==> config.mk <==
export PLATFORM = sky130hd
export DESIGN_NAME = midi_control_switch_mapper_flat
export DESIGN_NICKNAME = d
export VERILOG_FILES = /design/src/hdl/mcsm_pkg.sv /design/src/hdl/mcsm_if.sv /design/src/hdl/mcsm_cfg_regs.sv /design/src/hdl/mcsm_map.sv /design/src/hdl/midi_control_switch_mapper.sv /design/src/flat_wrapper.sv
export SDC_FILE = /design/constraint.sdc
export NUM_CORES = 1
export LEC_CHECK = 0
export BUFFER_PORTS_ARGS = -buffer_cell sky130_fd_sc_hd__buf_2
export CAP_MARGIN = 20
export CORE_ASPECT_RATIO = 0.8
export CORE_MARGIN = 2
export CORE_UTILIZATION = 51
export DETAILED_ROUTE_END_ITERATION = 8
export GPL_ROUTABILITY_DRIVEN = 1
export PLACE_DENSITY = 0.77
export SLEW_MARGIN = 5
export SYNTH_ARGS = -nofsm -noshare
export SYNTH_HDL_FRONTEND = slang
export SYNTH_SLANG_ARGS = --single-unit
==> constraint.sdc <==
create_clock -name clk -period 3.42 [get_ports clk]
set_input_delay 0.342 -clock clk [delete_from_list [all_inputs] [get_ports clk]]
set_output_delay 0.342 -clock clk [all_outputs]
set_load 0.01 [all_outputs]
==> src/hdl/mcsm_pkg.sv <==
// Types and constants shared by the MIDI control switch mapper.
// No dependencies.
package mcsm_pkg;

  localparam int unsigned CFG_INDEX_W = 4;
  localparam int unsigned CFG_DATA_W  = 7;

  typedef enum logic [CFG_INDEX_W-1:0] {
    REG_SOURCE_IS_NOTE   = 4'd0,
    REG_MATCH_NUMBER     = 4'd1,
    REG_CHANNEL_FILTER   = 4'd2,
    REG_THRESHOLD        = 4'd3,
    REG_EQUALS_MODE      = 4'd4,
    REG_INVERSE_SENSE    = 4'd5,
    REG_MOMENTARY        = 4'd6,
    REG_TARGET_IS_SWITCH = 4'd7
  } reg_index_t;

  localparam logic [3:0] KIND_NOTE_OFF   = 4'h8;
  localparam logic [3:0] KIND_NOTE_ON    = 4'h9;
  localparam logic [3:0] KIND_CONTROLLER = 4'hB;

  localparam logic [6:0] LEVEL_ON        = 7'd127;
  localparam logic [6:0] LEVEL_OFF       = 7'd0;
  localparam logic [6:0] THRESHOLD_RESET = 7'd64;
  localparam logic [4:0] CHANNEL_MAX     = 5'd16;

  typedef struct packed {
    logic       source_is_note;
    logic [6:0] match_number;
    logic [4:0] channel_filter;
    logic [6:0] threshold;
    logic       equals_mode;
    logic       inverse_sense;
    logic       momentary;
    logic       target_is_switch;
  } cfg_t;

  typedef struct packed {
    logic [7:0] status;
    logic [6:0] data_first;
    logic [6:0] data_second;
  } item_t;

  typedef struct packed {
    logic [6:0] level;
    logic       switch_on;
    logic       for_switch;
  } result_t;

  typedef struct packed {
    logic    hit;
    result_t result;
  } map_out_t;

endpackage

==> src/hdl/mcsm_if.sv <==
// Request channels of the MIDI control switch mapper: message in, result out.
// No dependencies.
interface mcsm_in_if;
  logic       valid;
  logic       ready;
  logic [7:0] status;
  logic [6:0] data_first;
  logic [6:0] data_second;

  modport source(output valid, status, data_first, data_second, input ready);
  modport sink(input valid, status, data_first, data_second, output ready);
endinterface

interface mcsm_out_if;
  logic       valid;
  logic       ready;
  logic [6:0] level;
  logic       switch_on;
  logic       for_switch;

  modport source(output valid, level, switch_on, for_switch, input ready);
  modport sink(input valid, level, switch_on, for_switch, output ready);
endinterface

==> src/hdl/mcsm_cfg_regs.sv <==
// Configuration register file of the MIDI control switch mapper.
// Depends on mcsm_pkg.
module mcsm_cfg_regs import mcsm_pkg::*; (
  input  logic                  clk,
  input  logic                  rst,
  input  logic                  cfg_write,
  input  logic [CFG_INDEX_W-1:0] cfg_index,
  input  logic [CFG_DATA_W-1:0] cfg_data,
  output cfg_t                  cfg
);

  always_ff @(posedge clk) begin
    if (rst) begin
      cfg.source_is_note   <= 1'b0;
      cfg.match_number     <= 7'd0;
      cfg.channel_filter   <= 5'd0;
      cfg.threshold        <= THRESHOLD_RESET;
      cfg.equals_mode      <= 1'b0;
      cfg.inverse_sense    <= 1'b0;
      cfg.momentary        <= 1'b0;
      cfg.target_is_switch <= 1'b1;
    end else if (cfg_write) begin
      case (reg_index_t'(cfg_index))
        REG_SOURCE_IS_NOTE:   cfg.source_is_note   <= cfg_data[0];
        REG_MATCH_NUMBER:     cfg.match_number     <= cfg_data[6:0];
        REG_CHANNEL_FILTER:   cfg.channel_filter   <= cfg_data[4:0];
        REG_THRESHOLD:        cfg.threshold        <= cfg_data[6:0];
        REG_EQUALS_MODE:      cfg.equals_mode      <= cfg_data[0];
        REG_INVERSE_SENSE:    cfg.inverse_sense    <= cfg_data[0];
        REG_MOMENTARY:        cfg.momentary        <= cfg_data[0];
        REG_TARGET_IS_SWITCH: cfg.target_is_switch <= cfg_data[0];
        default: ;
      endcase
    end
  end

endmodule

==> src/hdl/mcsm_map.sv <==
// Message filter, switch decision and switch state of the mapper.
// Depends on mcsm_pkg.
module mcsm_map import mcsm_pkg::*; (
  input  logic     clk,
  input  logic     rst,
  input  cfg_t     cfg,
  input  item_t    item,
  input  logic     fire,
  output map_out_t map_out
);

  logic [6:0] last_value, last_value_next;
  logic       crossing_state, crossing_state_next;
  logic       note_state, note_state_next;

  logic [3:0] kind;
  logic [4:0] chan_sel;
  logic [4:0] chan_msg;
  logic       chan_ok;
  logic       is_on;
  logic       is_off;
  logic [6:0] thr_eff;
  logic       sw_on;

  assign kind     = item.status[7:4];
  assign chan_sel = (cfg.channel_filter > CHANNEL_MAX) ? CHANNEL_MAX : cfg.channel_filter;
  assign chan_msg = {1'b0, item.status[3:0]} + 5'd1;
  assign chan_ok  = (chan_sel == 5'd0) || (chan_msg == chan_sel);
  assign is_on    = (kind == KIND_NOTE_ON) && (item.data_second != 7'd0);
  assign is_off   = (kind == KIND_NOTE_OFF) ||
                    ((kind == KIND_NOTE_ON) && (item.data_second == 7'd0));
  assign thr_eff  = (cfg.threshold == 7'd0) ? 7'd1 : cfg.threshold;

  always_comb begin
    last_value_next     = last_value;
    crossing_state_next = crossing_state;
    note_state_next     = note_state;
    map_out             = '0;
    sw_on               = 1'b0;
    if ((item.data_first == cfg.match_number) && chan_ok) begin
      if (cfg.source_is_note) begin
        if (cfg.momentary) begin
          if (is_on || is_off) begin
            note_state_next = cfg.inverse_sense ? is_off : is_on;
            map_out.hit     = 1'b1;
          end
        end else if (is_on) begin
          note_state_next = ~note_state;
          map_out.hit     = 1'b1;
        end
        map_out.result.level      = note_state_next ? LEVEL_ON : LEVEL_OFF;
        map_out.result.switch_on  = cfg.target_is_switch & note_state_next;
        map_out.result.for_switch = cfg.target_is_switch;
      end else if (kind == KIND_CONTROLLER) begin
        last_value_next = item.data_second;
        if (!cfg.target_is_switch) begin
          map_out.hit          = 1'b1;
          map_out.result.level = item.data_second;
        end else begin
          if (cfg.equals_mode) begin
            if (item.data_second == cfg.threshold) begin
              crossing_state_next = ~crossing_state;
            end
          end else if ((last_value < thr_eff) && (item.data_second >= thr_eff)) begin
            crossing_state_next = 1'b1;
          end else if ((last_value >= thr_eff) && (item.data_second < thr_eff)) begin
            crossing_state_next = 1'b0;
          end
          sw_on = (cfg.equals_mode || !cfg.inverse_sense) ? crossing_state_next
                                                           : ~crossing_state_next;
          map_out.hit               = crossing_state_next != crossing_state;
          map_out.result.level      = sw_on ? LEVEL_ON : LEVEL_OFF;
          map_out.result.switch_on  = sw_on;
          map_out.result.for_switch = 1'b1;
        end
      end
    end
  end

  always_ff @(posedge clk) begin
    if (rst) begin
      last_value     <= 7'd0;
      crossing_state <= 1'b1;
      note_state     <= 1'b0;
    end else if (fire) begin
      last_value     <= last_value_next;
      crossing_state <= crossing_state_next;
      note_state     <= note_state_next;
    end
  end

endmodule

==> src/hdl/midi_control_switch_mapper.sv <==
// Top level of the MIDI control switch mapper: message register, mapper, result register.
// Depends on mcsm_pkg, mcsm_if, mcsm_cfg_regs and mcsm_map.
//
//  channel  direction  payload                              handshake
//  msg      in         status, data_first, data_second      valid / ready
//  res      out        level, switch_on, for_switch         valid / ready
//  cfg      in         cfg_index, cfg_data                  cfg_write
//
// One message is taken per cycle unless a stalled result holds the message register;
// a result passes from the message register through the mapper to the result register.
// The rate is set by the message register feeding the mapper state in one pass.
// Messages that give no result retire without waiting on the result register.
// A stalled result holds and backs up the message register only if another result follows.
// rst clears the configuration to its defaults, the switch state and both valid flags.
module midi_control_switch_mapper import mcsm_pkg::*; (
  input  logic                   clk,
  input  logic                   rst,
  input  logic                   cfg_write,
  input  logic [CFG_INDEX_W-1:0] cfg_index,
  input  logic [CFG_DATA_W-1:0]  cfg_data,
  mcsm_in_if.sink                msg,
  mcsm_out_if.source             res
);

  cfg_t     cfg;
  item_t    stage;
  logic     stage_valid;
  map_out_t map_out;
  result_t  res_data;
  logic     res_free;
  logic     advance;

  mcsm_cfg_regs u_cfg (
    .clk       (clk),
    .rst       (rst),
    .cfg_write (cfg_write),
    .cfg_index (cfg_index),
    .cfg_data  (cfg_data),
    .cfg       (cfg)
  );

  mcsm_map u_map (
    .clk     (clk),
    .rst     (rst),
    .cfg     (cfg),
    .item    (stage),
    .fire    (advance),
    .map_out (map_out)
  );

  assign res_free  = !res.valid || res.ready;
  assign advance   = stage_valid && (!map_out.hit || res_free);
  assign msg.ready = !stage_valid || advance;

  always_ff @(posedge clk) begin
    if (rst) begin
      stage_valid <= 1'b0;
    end else if (msg.ready) begin
      stage_valid <= msg.valid;
    end
  end

  always_ff @(posedge clk) begin
    if (msg.valid && msg.ready) begin
      stage <= '{status: msg.status, data_first: msg.data_first,
                 data_second: msg.data_second};
    end
  end

  always_ff @(posedge clk) begin
    if (rst) begin
      res.valid <= 1'b0;
    end else if (advance && map_out.hit) begin
      res.valid <= 1'b1;
    end else if (res.ready) begin
      res.valid <= 1'b0;
    end
  end

  always_ff @(posedge clk) begin
    if (advance && map_out.hit) begin
      res_data <= map_out.result;
    end
  end

  assign res.level      = res_data.level;
  assign res.switch_on  = res_data.switch_on;
  assign res.for_switch = res_data.for_switch;

endmodule

==> src/flat_wrapper.sv <==
// flat-port wrapper written by rule: the top's interface ports become plain ports
module midi_control_switch_mapper_flat import mcsm_pkg::*;
  (clk, rst, cfg_write, cfg_index, cfg_data, msg_valid, msg_status, msg_data_first, msg_data_second, msg_ready, res_valid, res_level, res_switch_on, res_for_switch, res_ready);
  mcsm_in_if msg_i ();
  mcsm_out_if res_i ();
  input  logic clk;
  input  logic rst;
  input  logic cfg_write;
  input  logic [CFG_INDEX_W-1:0] cfg_index;
  input  logic [CFG_DATA_W-1:0] cfg_data;
  input wire logic [$bits(msg_i.valid)-1:0] msg_valid;
  input wire logic [$bits(msg_i.status)-1:0] msg_status;
  input wire logic [$bits(msg_i.data_first)-1:0] msg_data_first;
  input wire logic [$bits(msg_i.data_second)-1:0] msg_data_second;
  output wire logic [$bits(msg_i.ready)-1:0] msg_ready;
  output wire logic [$bits(res_i.valid)-1:0] res_valid;
  output wire logic [$bits(res_i.level)-1:0] res_level;
  output wire logic [$bits(res_i.switch_on)-1:0] res_switch_on;
  output wire logic [$bits(res_i.for_switch)-1:0] res_for_switch;
  input wire logic [$bits(res_i.ready)-1:0] res_ready;
  assign msg_i.valid = msg_valid;
  assign msg_i.status = msg_status;
  assign msg_i.data_first = msg_data_first;
  assign msg_i.data_second = msg_data_second;
  assign msg_ready = msg_i.ready;
  assign res_valid = res_i.valid;
  assign res_level = res_i.level;
  assign res_switch_on = res_i.switch_on;
  assign res_for_switch = res_i.for_switch;
  assign res_i.ready = res_ready;
  midi_control_switch_mapper u_core (.clk(clk), .rst(rst), .cfg_write(cfg_write), .cfg_index(cfg_index), .cfg_data(cfg_data), .msg(msg_i), .res(res_i));
endmodule
# Word level (Yosys, flattened, before mapping)
# Index checks and enable logic that the tools add are counted.
dict set report totals {
  ff_bits 66
  word_cells 109
}
dict set report op_classes {
  addsub 1
  magnitude_cmp 5
  eq_ne 14
  muxes 29
  bitwise 5
  n_reduce_logical 36
}
# operator n
set op_table {}
lappend op_table {{$mux 10} 3}
lappend op_table {{$mux 7} 3}
lappend op_table {{$mux 1} 20}
lappend op_table {{$eq 4x3->1 const B} 4}
lappend op_table {{$reduce_and 2->1} 8}
lappend op_table {{$eq 7x7->1} 2}
lappend op_table {{$ge 7x7->1} 2}
lappend op_table {{$logic_not 7->1} 2}
lappend op_table {{$lt 7x7->1} 2}
lappend op_table {{$eq 4x4->1 const B} 3}
lappend op_table {{$eq 4x2->1 const B} 2}
lappend op_table {{$logic_and 1x1->1} 8}
lappend op_table {{$mux 8} 1}
lappend op_table {{$logic_or 1x1->1} 7}
lappend op_table {{$reduce_bool 7->1} 1}
lappend op_table {{$add 4x1->5 const B} 1}
lappend op_table {{$eq 5x5->1} 1}
lappend op_table {{$gt 5x5->1 const B} 1}
lappend op_table {{$logic_not 5->1} 1}
lappend op_table {{$mux 5} 1}
lappend op_table {{$reduce_and 5->1} 1}
lappend op_table {{$eq 4x1->1 const B} 1}
lappend op_table {{$logic_not 1->1} 4}
lappend op_table {{$logic_not 4->1} 1}
lappend op_table {{other kinds (7)} 10}

# Logic depth before layout (Yosys ltp)
dict set report logic_depth {
  word_depth 23
  mapped_depth 11
}

# Hierarchy
# Synthesis repeated with hierarchy kept, for this count alone.
dict set report hier_totals {
  hier_cells 319
  hier_area_um2 3417.0
}
# module instances cells_each area_each_um2 seq_area_each_um2
set modules_own_cells {}
lappend modules_own_cells {mcsm_map 1 173 1322.5 180.2}
lappend modules_own_cells {mcsm_cfg_regs 1 103 1059.8 480.5}
lappend modules_own_cells {midi_control_switch_mapper 1 43 1034.7 970.9}

# Worst setup path after synthesis
# No wires, ideal clock.
dict set report synth_path {
  kind {flip-flop to flip-flop}
  start {register u_core.u_cfg.cfg[6] (netlist name)}
  end {register u_core.stage[0] in the netlist's numbering, enable pin}
  setup_time_ns 0.381
  t_arrival_ns 3.019
  t_required_ns 3.039
  path_slack_ns 0.021
  path_stages_with_launch 12
  synth_period_minus_slack_ns 3.399
  cell_sequence {dfxtp_1 -> nor4_1 -> a31o_2 -> ha_1 -> nand2b_1 -> a211o_1 -> a21oi_1 -> nor3_1 -> nor3_1 -> o311ai_0 -> or2_2 -> and2_1}
}
dict set report synth_via {
  elab_chain_len 21
  word_cells_on_any_way 27
  cone_classes {order compare (4); eq/ne (2); mux (13); reduce/logical (8)}
}
# item line
set synth_rtl {}
lappend synth_rtl {{$logic_not 7->1} mcsm_map.sv:32} ;# assign thr_eff = (cfg.threshold == 7'd0) ? 7'd1 : cfg.threshold;
lappend synth_rtl {{$mux 7} mcsm_map.sv:32}
lappend synth_rtl {{$ge 7x7->1 / $lt 7x7->1 (equally long branches)} mcsm_map.sv:66} ;# end else if ((last_value >= thr_eff) && (item.data_second < thr_eff)) begin
lappend synth_rtl {{$logic_and 1x1->1} mcsm_map.sv:66}
lappend synth_rtl {{$mux 1} mcsm_map.sv:66}
lappend synth_rtl {{$mux 1} mcsm_map.sv:64} ;# end else if ((last_value < thr_eff) && (item.data_second >= thr_eff)) begin
lappend synth_rtl {{$mux 1 *} mcsm_map.sv:60} ;# if (cfg.equals_mode) begin
lappend synth_rtl {{$mux 1 *} mcsm_map.sv:56} ;# if (!cfg.target_is_switch) begin
lappend synth_rtl {{[6 not listed]} n/a}
lappend synth_rtl {{$mux 10 *} mcsm_map.sv:41} ;# if (cfg.source_is_note) begin
lappend synth_rtl {{$mux 10 *} mcsm_map.sv:40} ;# if ((item.data_first == cfg.match_number) && chan_ok) begin
lappend synth_rtl {{$logic_not 1->1 *} midi_control_switch_mapper.sv:52} ;# assign advance = stage_valid && (!map_out.hit || res_free);
lappend synth_rtl {{$logic_or 1x1->1 *} midi_control_switch_mapper.sv:52}
lappend synth_rtl {{$logic_and 1x1->1 *} midi_control_switch_mapper.sv:52}
lappend synth_rtl {{$logic_or 1x1->1 *} midi_control_switch_mapper.sv:53} ;# assign msg.ready = !stage_valid || advance;
lappend synth_rtl {{named net msg_ready} flat_wrapper.sv:15} ;# output wire logic [$bits(msg_i.ready)-1:0] msg_ready;
lappend synth_rtl {{$logic_and 1x1->1 *} midi_control_switch_mapper.sv:64} ;# if (msg.valid && msg.ready) begin
lappend synth_rtl {{to (signal assigned)} midi_control_switch_mapper.sv:65} ;# stage <= '{status: msg.status, data_first: msg.data_first,
lappend synth_rtl {{to (decl)} midi_control_switch_mapper.sv:26} ;# item_t stage;
# Mark *: on every way through the listed nets, which the timed path passes. The rest lies on a longest branch. The select of a mux whose other input is x is not followed.
# A chain may end at the register's enable or synchronous reset.

# Worst setup path after layout
dict set report layout_path {
  start {register u_core.u_cfg.cfg[9] (netlist name)}
  end {output msg_ready}
}
dict set report layout_via {
  elab_chain_len 20
  word_cells_on_any_way 26
  cone_classes {order compare (4); eq/ne (2); mux (13); reduce/logical (7)}
}
# item line
set layout_rtl {}
lappend layout_rtl {{$logic_not 7->1} mcsm_map.sv:32}
lappend layout_rtl {{$mux 7} mcsm_map.sv:32}
lappend layout_rtl {{$ge 7x7->1 / $lt 7x7->1 (equally long branches)} mcsm_map.sv:66}
lappend layout_rtl {{$logic_and 1x1->1} mcsm_map.sv:66}
lappend layout_rtl {{$mux 1} mcsm_map.sv:66}
lappend layout_rtl {{$mux 1} mcsm_map.sv:64}
lappend layout_rtl {{$mux 1 *} mcsm_map.sv:60}
lappend layout_rtl {{$mux 1 *} mcsm_map.sv:56}
lappend layout_rtl {{[4 not listed]} n/a}
lappend layout_rtl {{$mux 8 *} mcsm_map.sv:56}
lappend layout_rtl {{$mux 10 *} mcsm_map.sv:54} ;# end else if (kind == KIND_CONTROLLER) begin
lappend layout_rtl {{$mux 10 *} mcsm_map.sv:41}
lappend layout_rtl {{$mux 10 *} mcsm_map.sv:40}
lappend layout_rtl {{$logic_not 1->1 *} midi_control_switch_mapper.sv:52}
lappend layout_rtl {{$logic_or 1x1->1 *} midi_control_switch_mapper.sv:52}
lappend layout_rtl {{$logic_and 1x1->1 *} midi_control_switch_mapper.sv:52}
lappend layout_rtl {{$logic_or 1x1->1 *} midi_control_switch_mapper.sv:53}
lappend layout_rtl {{to (decl)} flat_wrapper.sv:15}
# Every way passes the cells marked *; elsewhere a longest branch is shown, timed or not. The select of a mux whose other input is x is not followed.

==> out/metrics.yaml <==
grt:
  grt_pass1_vias: 2259
  grt_overflow: 0
  grtUsageTotal_pct: 20.22
  grt_max_degree: 36
  antenna_found_initial: 0
  grt_first_pass_wirelength_um: 10600
place:
  hpwl_um: 5171
  dp_cells: 441
  gp_congestion: 0.9254
  io_buffers: 48
  place_ws_ns: 0.1395
yosys:
  synthFlopType: "dfxtp_1"
  ys_top_cells_by_count: "nor2_1, dfxtp_1, edfxtp_1"
  synth-edff-count: 31
  yosysTopAreaCellShare_pct: 28.26
  postSynthCellCount: 314
  ys.warnings.count: 0
  yosys_register_bits: 66
  syn_area_mm2: 0.003294
  yosys-top-cells-area: "edfxtp_1, dfxtp_1, mux2i_1"
  yosysTopAreaCell: "edfxtp_1"
  seq_area_frac_synth_pct: 49.53
  synth_cell_type_count: 47
  synthArstFlopShare_pct: 0
  yosysMostFrequentCell: "nor2_1"
  synth_fp_nets: 367
  synth.avg_cell_area_um2: 10.49
clock_tree:
  ctsHoldBuffers: 0
  cts_resized: 1
  cts.sinks: 66
  cts_made_buffers: 9
  cts_tree: "yes"
  h-tree-depth: 3
  cts_root_buffer: "clkbuf_8"
  clk-insertion-delay-late_ns: 0.36
  cts_buffer_depth: 2
  clkTransAtPathRegs_ns: 0.08
  post-cts-setup-buffers: 0
worst_setup_path:
  crit_arrival_ns: 2.94
  cp-start-kind: "flop"
  critPathKind: "flop to output port"
  cp_max_fo: 7
  required_ns: 3.08
  crit_path_end_kind: "output port"
  startpoint: "u_core.u_cfg.cfg[9]$_SDFFE_PP0P_"
  r2r_start: "u_core.u_cfg.cfg[9]$_SDFFE_PP0P_"
pwr:
  power_leakage_nw: 1.583
  vdd_ir_drop_max_mv: 0.3374
  powerDensity_mw_per_mm2: 422.1
sta:
  post-route-period-util_pct: 95.99
  final-max-slew-violation-count: 0
  finalHoldViolCount: 0
  fin_crit_ns: 3.283
  slew_headroom_pct: 55.14
  clock_skew_ns: 0.01027
  setup_viol: 0
  worst_slew_pin_slew_ns: 0.6704
  fmax_mhz: 304.6
  worst_slack_ns: 0.1371
floorplan:
  die_w_um: 93.86
  die_y_um: 75.89
  rows: 26
  start_util_pct: 52.20
  die_area_mm2: 0.007123
  core-area_mm2: 0.006311
  io_pins: 49
drt:
  firstDrtPassIters: 4
  drtIter0Drc: 134
  wl_per_cell_um: 14.95
  totalWireLength_um: 6830
  drt-vias-per-instance: 5.359
  routed-via-count: 2449
  drcViolationCount: 0
  antenna_left: 0
status:
  status: "complete, no violations"
cells_and_area:
  fin_nets: 421
  fillers: 535
  syn2layout_area_growth_pct: 16.98
  drive_above_1_share_pct: 21.72
  final_cells: 457
  n_antenna_cell: 0
run:
  cap_violations: 0
hold_path:
  hold_class: "input pin to flop"
  min_from: "msg_data_first[0]"
-- layout by cell type, fill, tap and decap left out, types with 8 or more instances in the layout --
cell type	instances
nor2_1	40
xnor2_1	8
dfxtp_1	35
ha_1	15
buf_2	48
clkbuf_8	9
inv_1	20
a21oi_1	17
nand2_1	13
edfxtp_1	31
mux2i_1	30
o21ai_0	10
-- per-stage QoR --
stage | total power [mW] | area [µm²] | hold slack [ns] | setup TNS, ns | utilization (%)
3_5_place_dp | 1.023 | 3649 | 0.4956 | 0 | 57.81
5_1_grt | 1.699 | 3854 | 0.1401 | -0.03691 | 61.06
6_report | 1.627 | 3854 | 0.1552 | 0 | 61.06
4_1_cts | 1.637 | 3839 | 0.1476 | 0 | 60.82
2_1_floorplan | 0.9690 | 3294 | 0.4409 | 0 | -
3_3_place_gp | 1.018 | 3649 | 0.4755 | 0 | 57.81
-- sequential cells by signal, summed over array words and instances, names as in the netlist --
register and count:
u_core.res.for_switch 1, u_core.res.level 7, u_core.res.switch_on 1, u_core.res.valid 1, u_core.stage 22, u_core.stage_valid 1
u_core.u_cfg.cfg 24, u_core.u_map.crossing_state 1, u_core.u_map.last_value 7, u_core.u_map.note_state 1
-- where the power goes --
group / switching, mW / leakage (nW) / internal [mW] / total (mW)
sequential: 0.0242 / 0.603 / 0.853 / 0.877
clock: 0.309 / 0.100 / 0.310 / 0.619
combinational: 0.0718 / 0.881 / 0.0596 / 0.131
total: 0.405 / 1.58 / 1.22 / 1.63
-- logic make-up (layout without fill, tap and decap cells) --
family / after synthesis / after routing / share of synthesized area (%)
simple gates: 106 / 106 / 17.28
flops: 66 / 66 / 49.53
compound gates: 52 / 52 / 10.86
mux: 30 / 30 / 9.115
buf+inv: 30 / 89 / 3.532
fa+ha+maj: 15 / 15 / 5.697
xor+xnor: 15 / 15 / 3.988
-- metal layers --
layer  up-vias  track usage (%)  share of wire (%)
met4         0            5.958                1.7
met5         -                0                  0
met2        71            30.87                 44
met1      1122            27.01                 48
li1       1245                -                  -
met3        11            7.913                6.4
-- critical path: stages, from the launching register on --
cell      delay (ns)
dfxtp_1         0.32
nor4_1          0.29
a31o_2          0.22
ha_1            0.22
nand2b_1        0.13
a211o_1         0.28
a21oi_1         0.17
nor3_2          0.12
a22o_1          0.22
o311ai_2        0.27
or2_4           0.20
buf_2           0.13
-- area by class of cell --
cell class,count,area (µm²),share of cell area (%)
sequential,66,1632,42.34
multi-input combinational,218,1567,40.65
timing repair buffer,53,290.3,7.532
clock buffer,11,152.6,3.961
tap,84,105.1,2.727
inverter,20,75.07,1.948
clock inverter,5,32.53,0.8442
-- final timing paths --
| kind | end | slack (ns) | cells past startpoint |
|---|---|---|---|
| worst max register to register | u_core.res.level[5]$_SDFFCE_PN0P_ | 0.26 | 11 |
| worst min register to register | u_core.u_map.last_value[0]$_SDFFE_PP0P_ | 0.50 | 2 |
| worst max-delay path | msg_ready | 0.14 | 11 |
| worst min-delay path | u_core.stage[7]$_DFFE_PP_ | 0.16 | 1 |
Note: power is estimated with default switching activity, not from simulation.
